File: config.mk
export PLATFORM = sky130hd
export DESIGN_NAME = failsafe_command_source_mux
export DESIGN_NICKNAME = d
export VERILOG_FILES = /design/src/fcsm_pkg.sv /design/src/failsafe_command_source_mux.sv /design/src/fcsm_cfg.sv /design/src/fcsm_core.sv /design/src/fcsm_out_buf.sv
export SDC_FILE = /design/constraint.sdc
export NUM_CORES = 1
export LEC_CHECK = 0
export ABC_AREA = 1
export BUFFER_PORTS_ARGS = -buffer_cell sky130_fd_sc_hd__buf_2
export CAP_MARGIN = 30
export CELL_PAD_IN_SITES_DETAIL_PLACEMENT = 1
export CELL_PAD_IN_SITES_GLOBAL_PLACEMENT = 2
export CORE_MARGIN = 8
export CORE_UTILIZATION = 36
export CTS_CLUSTER_SIZE = 12
export DETAILED_ROUTE_END_ITERATION = 10
export PLACE_DENSITY_LB_ADDON = 0.1
export REMOVE_ABC_BUFFERS = 1
export SKIP_LAST_GASP = 1
export SLEW_MARGIN = 20
export SYNTH_ARGS = -nofsm -noshare
export SYNTH_HDL_FRONTEND = slang
export SYNTH_HIERARCHICAL = 1
export SYNTH_SLANG_ARGS = --single-unit
File: constraint.sdc
create_clock -name clk_i -period 5.8 [get_ports clk_i]
set_input_delay 0.29 -clock clk_i [delete_from_list [all_inputs] [get_ports clk_i]]
set_output_delay 0.29 -clock clk_i [all_outputs]
set_load 0.02 [all_outputs]
File: src/fcsm_pkg.sv
// Package: types, constants and helpers for the failsafe command source mux.
`timescale 1ns / 1ps
`default_nettype none

package fcsm_pkg;

  localparam int unsigned AngleW  = 32;
  localparam int unsigned TickW   = 16;
  localparam int unsigned CfgW    = 31;
  localparam int unsigned CfgIdxW = 2;

  localparam logic [TickW-1:0] TickMax = {TickW{1'b1}};

  // register indexes
  localparam logic [CfgIdxW-1:0] RegStaleLimit = 2'd0;
  localparam logic [CfgIdxW-1:0] RegStopHold   = 2'd1;
  localparam logic [CfgIdxW-1:0] RegThreshold  = 2'd2;

  localparam logic [TickW-1:0] StaleLimitRst = 16'd38;
  localparam logic [TickW-1:0] StopHoldRst   = 16'd38;
  localparam logic [30:0]      ThresholdRst  = 31'd0;

  typedef enum logic [2:0] {
    OP_TICK       = 3'd0,
    OP_MAN_PAN    = 3'd1,
    OP_MAN_TILT   = 3'd2,
    OP_AUTO_PAN   = 3'd3,
    OP_AUTO_TILT  = 3'd4,
    OP_AUTO_ACT   = 3'd5
  } opcode_e;

  typedef struct packed {
    opcode_e                  opcode;
    logic signed [AngleW-1:0] value;
    logic                     active_flag;
  } in_word_t;

  typedef struct packed {
    logic signed [AngleW-1:0] pan_out;
    logic signed [AngleW-1:0] tilt_out;
    logic                     pan_valid;
    logic                     tilt_valid;
    logic                     auto_selected;
    logic                     timed_out;
  } out_word_t;

  typedef struct packed {
    logic [TickW-1:0] stale_limit;
    logic [TickW-1:0] hold_len;
    logic [30:0]      threshold;
  } cfg_t;

  // |a - b| computed one bit wider so it never wraps
  function automatic logic [AngleW:0] abs_diff(input logic signed [AngleW-1:0] a,
                                               input logic signed [AngleW-1:0] b);
    logic signed [AngleW:0] d;
    d = {a[AngleW-1], a} - {b[AngleW-1], b};
    abs_diff = d[AngleW] ? (~d + 1'b1) : d;
  endfunction

endpackage

`default_nettype wire

File: src/failsafe_command_source_mux.sv
// Top level of the failsafe command source mux.
`timescale 1ns / 1ps
`default_nettype none

// Picks pan/tilt commands from a manual source (default) or an automatic source
// (while active and fresh, during the stop-hold countdown, or while the post-stop
// hold is set). Opcodes 1-5 update state and produce no word; each tick (opcode 0)
// produces one output word. State updates at the edge that accepts a word, and a
// tick's result is registered at the same edge, so one word per cycle is sustained
// while input is not stalled. A two-entry output buffer (output register plus skid)
// lets one more tick through while the output is stalled; input then stalls until
// the waiting output word is taken. Config writes take effect on the next cycle and
// should be made while the block is idle.
module failsafe_command_source_mux import fcsm_pkg::*; (
  input  wire logic               clk_i,
  input  wire logic               rst_ni,
  input  wire logic               cfg_we_i,
  input  wire logic [CfgIdxW-1:0] cfg_idx_i,
  input  wire logic [CfgW-1:0]    cfg_wdata_i,
  input  wire logic               in_valid_i,
  output logic                    in_stall_o,
  input  in_word_t                in_data_i,
  output logic                    out_valid_o,
  input  wire logic               out_stall_i,
  output out_word_t               out_data_o
);

  cfg_t      cfg;
  logic      accept;
  logic      res_valid;
  out_word_t res_word;
  logic      buf_full;

  assign in_stall_o = buf_full;
  assign accept     = in_valid_i && !buf_full;

  fcsm_cfg u_cfg (
    .clk_i       (clk_i),
    .rst_ni      (rst_ni),
    .cfg_we_i    (cfg_we_i),
    .cfg_idx_i   (cfg_idx_i),
    .cfg_wdata_i (cfg_wdata_i),
    .cfg_o       (cfg)
  );

  fcsm_core u_core (
    .clk_i       (clk_i),
    .rst_ni      (rst_ni),
    .accept_i    (accept),
    .in_word_i   (in_data_i),
    .cfg_i       (cfg),
    .res_valid_o (res_valid),
    .res_o       (res_word)
  );

  fcsm_out_buf u_out_buf (
    .clk_i       (clk_i),
    .rst_ni      (rst_ni),
    .push_i      (res_valid),
    .push_word_i (res_word),
    .full_o      (buf_full),
    .out_valid_o (out_valid_o),
    .out_word_o  (out_data_o),
    .out_stall_i (out_stall_i)
  );

`ifndef SYNTHESIS
  // input only backs up when a word is already waiting at the output
  a_stall_needs_out: assert property (@(posedge clk_i) disable iff (!rst_ni)
    in_stall_o |-> out_valid_o)
    else $error("input stalled with empty output");

  // a non-tick word never creates an output word
  a_no_word_from_event: assert property (@(posedge clk_i) disable iff (!rst_ni)
    (in_valid_i && !in_stall_o && in_data_i.opcode != OP_TICK && !out_valid_o)
      |=> !out_valid_o)
    else $error("output word from non-tick input");

  // a tick accepted into an empty buffer shows up next cycle
  a_tick_lands: assert property (@(posedge clk_i) disable iff (!rst_ni)
    (in_valid_i && !in_stall_o && in_data_i.opcode == OP_TICK && !out_valid_o)
      |=> out_valid_o)
    else $error("tick result missing");
`endif

endmodule

`default_nettype wire

File: src/fcsm_cfg.sv
// Configuration register file for the failsafe command source mux.
`timescale 1ns / 1ps
`default_nettype none

module fcsm_cfg import fcsm_pkg::*; (
  input  wire logic               clk_i,
  input  wire logic               rst_ni,
  input  wire logic               cfg_we_i,
  input  wire logic [CfgIdxW-1:0] cfg_idx_i,
  input  wire logic [CfgW-1:0]    cfg_wdata_i,
  output cfg_t                    cfg_o
);

  cfg_t cfg_q, cfg_d;

  always_comb begin
    cfg_d = cfg_q;
    if (cfg_we_i) begin
      unique case (cfg_idx_i)
        RegStaleLimit: cfg_d.stale_limit = cfg_wdata_i[TickW-1:0];
        RegStopHold:   cfg_d.hold_len    = cfg_wdata_i[TickW-1:0];
        RegThreshold:  cfg_d.threshold   = cfg_wdata_i[30:0];
        default:       cfg_d = cfg_q;
      endcase
    end
  end

  always_ff @(posedge clk_i or negedge rst_ni) begin
    if (!rst_ni) begin
      cfg_q.stale_limit <= StaleLimitRst;
      cfg_q.hold_len    <= StopHoldRst;
      cfg_q.threshold   <= ThresholdRst;
    end else begin
      cfg_q <= cfg_d;
    end
  end

  assign cfg_o = cfg_q;

endmodule

`default_nettype wire

File: src/fcsm_core.sv
// Source state, event decode and tick selection logic.
`timescale 1ns / 1ps
`default_nettype none

module fcsm_core import fcsm_pkg::*; (
  input  wire logic clk_i,
  input  wire logic rst_ni,
  input  wire logic accept_i,
  input  in_word_t  in_word_i,
  input  cfg_t      cfg_i,
  output logic      res_valid_o,
  output out_word_t res_o
);

  logic signed [AngleW-1:0] man_pan_q, man_pan_d, man_tilt_q, man_tilt_d;
  logic signed [AngleW-1:0] auto_pan_q, auto_pan_d, auto_tilt_q, auto_tilt_d;
  logic [3:0]       have_q, have_d;
  logic             active_q, active_d;
  logic             hold_q, hold_d;
  logic [TickW-1:0] age_q, age_d;
  logic [TickW-1:0] remain_q, remain_d;

  logic             man_slot_have;
  logic signed [AngleW-1:0] man_slot_old;
  logic             man_moved;
  logic [TickW-1:0] age_inc, remain_dec;
  logic             fresh, use_auto, dropped;
  logic             pv, tv;

  // manual write: compare against the slot of the addressed axis
  assign man_slot_old  = (in_word_i.opcode == OP_MAN_PAN) ? man_pan_q : man_tilt_q;
  assign man_slot_have = (in_word_i.opcode == OP_MAN_PAN) ? have_q[0] : have_q[1];
  assign man_moved     = man_slot_have &&
                         (abs_diff(in_word_i.value, man_slot_old) > {2'b00, cfg_i.threshold});

  assign age_inc    = (age_q == TickMax) ? age_q : age_q + 1'b1;
  assign remain_dec = (remain_q != '0) ? remain_q - 1'b1 : remain_q;
  assign fresh      = age_inc <= cfg_i.stale_limit;
  assign use_auto   = (active_q && fresh) || (remain_dec != '0) || hold_q;
  assign dropped    = active_q && !fresh;
  assign pv         = use_auto ? have_q[2] : have_q[0];
  assign tv         = use_auto ? have_q[3] : have_q[1];

  always_comb begin
    man_pan_d   = man_pan_q;
    man_tilt_d  = man_tilt_q;
    auto_pan_d  = auto_pan_q;
    auto_tilt_d = auto_tilt_q;
    have_d      = have_q;
    active_d    = active_q;
    hold_d      = hold_q;
    age_d       = age_q;
    remain_d    = remain_q;
    res_valid_o = 1'b0;
    if (accept_i) begin
      unique case (in_word_i.opcode)
        OP_TICK: begin
          res_valid_o = 1'b1;
          age_d       = age_inc;
          remain_d    = remain_dec;
          if (dropped) begin
            active_d = 1'b0;
            hold_d   = 1'b1;
          end
        end
        OP_MAN_PAN: begin
          if (hold_q && man_moved) hold_d = 1'b0;
          man_pan_d = in_word_i.value;
          have_d[0] = 1'b1;
        end
        OP_MAN_TILT: begin
          if (hold_q && man_moved) hold_d = 1'b0;
          man_tilt_d = in_word_i.value;
          have_d[1]  = 1'b1;
        end
        OP_AUTO_PAN: begin
          auto_pan_d = in_word_i.value;
          have_d[2]  = 1'b1;
          age_d      = '0;
        end
        OP_AUTO_TILT: begin
          auto_tilt_d = in_word_i.value;
          have_d[3]   = 1'b1;
          age_d       = '0;
        end
        OP_AUTO_ACT: begin
          active_d = in_word_i.active_flag;
          if (in_word_i.active_flag) begin
            hold_d = 1'b0;
            age_d  = '0;
          end else begin
            hold_d   = 1'b1;
            remain_d = cfg_i.hold_len;
          end
        end
        default: ;  // unused codes do nothing
      endcase
    end
  end

  always_comb begin
    res_o.pan_out       = pv ? (use_auto ? auto_pan_q : man_pan_q) : '0;
    res_o.tilt_out      = tv ? (use_auto ? auto_tilt_q : man_tilt_q) : '0;
    res_o.pan_valid     = pv;
    res_o.tilt_valid    = tv;
    res_o.auto_selected = use_auto;
    res_o.timed_out     = dropped;
  end

  always_ff @(posedge clk_i or negedge rst_ni) begin
    if (!rst_ni) begin
      man_pan_q   <= '0;
      man_tilt_q  <= '0;
      auto_pan_q  <= '0;
      auto_tilt_q <= '0;
      have_q      <= '0;
      active_q    <= 1'b0;
      hold_q      <= 1'b0;
      age_q       <= '0;
      remain_q    <= '0;
    end else begin
      man_pan_q   <= man_pan_d;
      man_tilt_q  <= man_tilt_d;
      auto_pan_q  <= auto_pan_d;
      auto_tilt_q <= auto_tilt_d;
      have_q      <= have_d;
      active_q    <= active_d;
      hold_q      <= hold_d;
      age_q       <= age_d;
      remain_q    <= remain_d;
    end
  end

endmodule

`default_nettype wire

File: src/fcsm_out_buf.sv
// Output register with a skid entry so the input side can push one more word under stall.
`timescale 1ns / 1ps
`default_nettype none

module fcsm_out_buf import fcsm_pkg::*; (
  input  wire logic clk_i,
  input  wire logic rst_ni,
  input  wire logic push_i,
  input  out_word_t push_word_i,
  output logic      full_o,
  output logic      out_valid_o,
  output out_word_t out_word_o,
  input  wire logic out_stall_i
);

  logic      out_valid_q, out_valid_d, skid_valid_q, skid_valid_d;
  out_word_t out_q, out_d, skid_q, skid_d;
  logic      pop;

  assign pop = out_valid_q && !out_stall_i;

  always_comb begin
    out_valid_d  = out_valid_q;
    skid_valid_d = skid_valid_q;
    out_d        = out_q;
    skid_d       = skid_q;
    if (skid_valid_q) begin
      // input is stalled; drain skid into the output slot
      if (pop) begin
        out_d        = skid_q;
        skid_valid_d = 1'b0;
      end
    end else if (push_i) begin
      if (!out_valid_q || pop) begin
        out_d       = push_word_i;
        out_valid_d = 1'b1;
      end else begin
        skid_d       = push_word_i;
        skid_valid_d = 1'b1;
      end
    end else if (pop) begin
      out_valid_d = 1'b0;
    end
  end

  always_ff @(posedge clk_i or negedge rst_ni) begin
    if (!rst_ni) begin
      out_valid_q  <= 1'b0;
      skid_valid_q <= 1'b0;
    end else begin
      out_valid_q  <= out_valid_d;
      skid_valid_q <= skid_valid_d;
    end
  end

  always_ff @(posedge clk_i) begin
    out_q  <= out_d;
    skid_q <= skid_d;
  end

  assign full_o      = skid_valid_q;
  assign out_valid_o = out_valid_q;
  assign out_word_o  = out_q;

endmodule

`default_nettype wire

==> impl_summary.log <==
[metrics] outcome: finished, final reports clean
[metrics] most numerous cell on the critical path: sky130_fd_sc_hd__nand2_1
[metrics] First DRT Iteration DRCs: 760
[metrics] launch instance of the worst min-delay path: in_data_i[0]
[metrics] Critical Setup Path Class: reg -> reg
[metrics] largest net degree at the start of global routing: 132
[metrics] number of enable-type register cells in the synthesized netlist: 136
[metrics] x dimension of the die: 261 µm
[metrics] post-synthesis async set-or-reset flop share: 62.9%
[metrics] vias per cell: 4.91
[metrics] core occupancy in the finished layout: 41.9%
[metrics] Max rail drop VDD: 0.215 mV
[metrics] worst-path fanout max: 38
[metrics] Relative slew margins: 39.1%
[metrics] GRT Overall Usage: 19.9%
[metrics] overall routed net length: 67.3 mm
[metrics] Area growth, synth to finish: 14.8%
[metrics] number of max-cap violations: 0
[metrics] worst skew pair latency: 0.56 ns
[metrics] most common cell after layout, fill and taps aside: sky130_fd_sc_hd__nand2_1
[metrics] global-route wire length before repair: 109 mm
[metrics] RSZ-0062 raised after global routing: false
[metrics] combinational fraction of design power: 34.4%
[metrics] hold crit path type: in -> reg
[metrics] number of top-level design ports: 144
[metrics] DIE HEIGHT: 261 µm
[metrics] Leakage Power: 12.9 nW
[metrics] pre-CTS worst setup slack: 0.106 ns
[metrics] net switching power figure: 3.40 mW
[metrics] standard-cell row count: 89
[metrics] longest individual stage delay on the worst path: 0.40 ns
[metrics] Period Utilization, post-route: 89.7%
[metrics] setup TNS: 0 ns
[metrics] post-synthesis cell type count: 47
[metrics] CTS tree: yes
[metrics] clock slew at reported path FFs: 0.06 ns
[metrics] Avg Synthesized Cell Area: 7.40 µm²
[metrics] Synth warnings: 6
[metrics] switching fraction of total power: 37.0%
[metrics] grt ovf: 0
[metrics] most used flip-flop cell after synthesis: sky130_fd_sc_hd__dfrtp_1
[metrics] internal power of the cells: 5.79 mW
[metrics] Finish-stage setup viols: 0
[metrics] pins over their slew limit: 0
[metrics] Final Net Count: 3217
[metrics] FF-to-FF Start: u_core/age_q[0]
[metrics] number of antenna violations at the first check in global routing: 0
[metrics] sequential cell area fraction in the yosys report: 45.8%
[metrics] instance count of the mapped netlist: 2913
[metrics] wire length per cell: 17.4 µm
[metrics] initial cell density of the core: 36.5%
[metrics] sequential cell fraction of total power: 36.1%
[metrics] die footprint: 0.0680 mm²
[metrics] placement-stage cell area: 0.0232 mm²
[metrics] count of vias placed by the detailed router: 18988
[metrics] number of synthesized register bits: 367
[metrics] Tmin final: 5.20 ns
[metrics] I/O Buffers: 143
[metrics] Pwr per Cell Area: 371 mW/mm²
[metrics] maximum buffer depth of the clock tree: 3
[metrics] crit end category: flip-flop
[metrics] clock share of power: 29.5%
[metrics] Diodes inserted: 0
[metrics] number of levels in the clock H-tree: 2
[metrics] CTS Sinks: 367
[metrics] layout cell share with drive strength beyond 1: 9.41%
[metrics] min setup slack post-route: 0.597 ns
[metrics] Netlist Area Pre-Place: 0.0216 mm²
[metrics] number of buffers inserted by post-CTS setup repair: 0
[metrics] required time at the worst-slack endpoint: 6.12 ns
[metrics] achievable clock frequency: 192 MHz
[metrics] most used cells in the layout excluding fill and tap cells: 1104 x sky130_fd_sc_hd__nand2_1, 455 x sky130_fd_sc_hd__inv_1, 231 x sky130_fd_sc_hd__o21ai_0
[metrics] floorplan core area: 0.0591 mm²
[metrics] Worst Max-Slew Pin Slew: 0.905 ns
[metrics] Worst Setup SP: u_core/age_q[0]
[metrics] number of failing hold endpoints at the final stage: 0
[metrics] Worst Setup Start Kind: flip-flop
[metrics] CTS Buf Count: 44
[metrics] DRC errors left: 0
[metrics] via count of the first global-routing pass: 20185
[metrics] hpwl dp: 50.5 mm
[metrics] router iterations before antenna repair: 5
[metrics] count of antenna-violating nets left after detailed routing: 0
[metrics] layout filler cell count: 7378
[metrics] overall power after layout: 9.18 mW
[metrics] Clock Root Buffer: sky130_fd_sc_hd__clkbuf_16
[metrics] final setup skew: 0.0137 ns
[metrics] final std cell area, no fill: 0.0248 mm²
[metrics] data arrival time of the critical path: 5.52 ns
[metrics] standard cell with the maximum stage delay on the critical path: sky130_fd_sc_hd__dfrtp_1
[metrics] GPL Wtd Cong: 0.885
## registers in the layout (all words and copies together) (netlist names)
| name | cells |
|---|---|
| u_core/have_q | 4 |
| u_core/hold_q | 1 |
| u_core/man_pan_q | 32 |
| u_core/remain_q | 16 |
| u_core/man_tilt_q | 32 |
| u_out_buf/out_word_o | 68 |
| u_core/active_q | 1 |
| u_core/age_q | 16 |
| u_cfg/cfg_o | 63 |
| u_core/auto_pan_q | 32 |
| u_out_buf/skid_q | 68 |
| u_out_buf/out_valid_o | 1 |
| u_core/auto_tilt_q | 32 |
| u_out_buf/full_o | 1 |
## what timing repair did
action                                 in CTS  in global routing
endpoints found under the hold margin     119                  0
resized for setup                           0                  1
hold buffers                               19                  0
setup endpoints to repair                   0                  1
## logic make-up after synthesis
kind of cell | count (synthesis) | synth area share [%]
AND/OR/NAND/NOR | 1468 | 27.6
buffers and inverters | 578 | 10.9
AO/OA/AOI/OAI | 371 | 8.99
flip-flops | 367 | 45.8
adder cells (fa/ha/maj) | 84 | 4.91
XOR/XNOR | 45 | 1.83
## per-stage QoR
step	std cells	hold WS [ns]
final	3865	0.0358
after global routing	3865	0.0252
after CTS	3865	0.00114
after detailed placement	3767	0.370
after global placement	3766	0.366
after floorplan	2804	-0.00559
## synthesized netlist by cell type, types with 4 or more instances
library cell               count  area (µm²)
sky130_fd_sc_hd__nand2_1    1105        4150
sky130_fd_sc_hd__inv_1       456        1710
sky130_fd_sc_hd__o21ai_0     232        1160
sky130_fd_sc_hd__dfrtp_1     225        5630
sky130_fd_sc_hd__edfxtp_1    136        4080
sky130_fd_sc_hd__nor2_1      135         507
sky130_fd_sc_hd__nand3_1     103         515
sky130_fd_sc_hd__ha_1         83        1040
sky130_fd_sc_hd__nand4_1      74         463
sky130_fd_sc_hd__a21oi_1      61         305
sky130_fd_sc_hd__clkbuf_1     43         161
sky130_fd_sc_hd__xor2_1       39         342
sky130_fd_sc_hd__o21ai_1      36         180
sky130_fd_sc_hd__buf_2        33         165
sky130_fd_sc_hd__nor3_1       26         130
sky130_fd_sc_hd__o22ai_1      23         144
sky130_fd_sc_hd__buf_6        15         169
sky130_fd_sc_hd__inv_2        10        37.5
sky130_fd_sc_hd__buf_4         8        60.1
sky130_fd_sc_hd__clkbuf_2      6        30.0
sky130_fd_sc_hd__dfstp_2       6         158
sky130_fd_sc_hd__nor2_2        6        37.5
sky130_fd_sc_hd__nor4_1        6        37.5
sky130_fd_sc_hd__xnor2_1       6        52.6
sky130_fd_sc_hd__buf_1         4        15.0
## worst max-delay path: cells and delay by family (launching register included)
family / cells / cell delay (ns)
and+or+nand+nor: 16 / 2.28
buffers and inverters: 7 / 0.94
AOI/OAI and AO/OA: 3 / 0.61
adders and majority gates: 2 / 0.47
DFF: 1 / 0.40
xor gates and xnor gates: 1 / 0.19
## routing by layer
layer	wire length [µm]	vias up	part of all wire (%)	track usage (%)
met5	0	-	0	0
li1	-	9473	-	-
met4	1530	0	2.3	5.28
met3	2550	87	3.8	3.02
met2	31300	271	47	33.1
met1	31800	9157	47	26.7
## final timing paths
check	endpoint	slack, ns	depth (start not counted)
setup / recovery	u_out_buf/out_word_o[42]	0.60	29
hold / removal	u_core/active_q	0.04	3
setup reg to reg	u_out_buf/out_word_o[42]	0.60	29
hold reg to reg	u_cfg/cfg_o[33]	0.46	2
max in group asynchronous	u_core/auto_pan_q[16]	4.17	3
min in group asynchronous	u_cfg/cfg_o[51]	0.33	2
## power groups by stage
stage                     combinational (mW)  sequential, mW  clock [mW]
final                                   3.16            3.32        2.71
after global placement                  3.08            3.35           0
after detailed placement                3.17            3.37           0
after floorplan                         2.14            3.37           0
after global routing                    3.65            3.37        2.89
after CTS                               3.20            3.32        2.80
## area by class of cell
class                           instances  area [µm²]  area share (%)
Tap cell                              773         967            3.91
Timing Repair Buffer                  209        1380            5.56
Sequential cell                       367        9870            39.9
Inverter                              469        1760            7.11
Clock inverter                         11         115           0.465
Multi-Input combinational cell       1968        9380            37.9
Clock buffer                           68        1280            5.18
(Power assumes the default switching activity.)
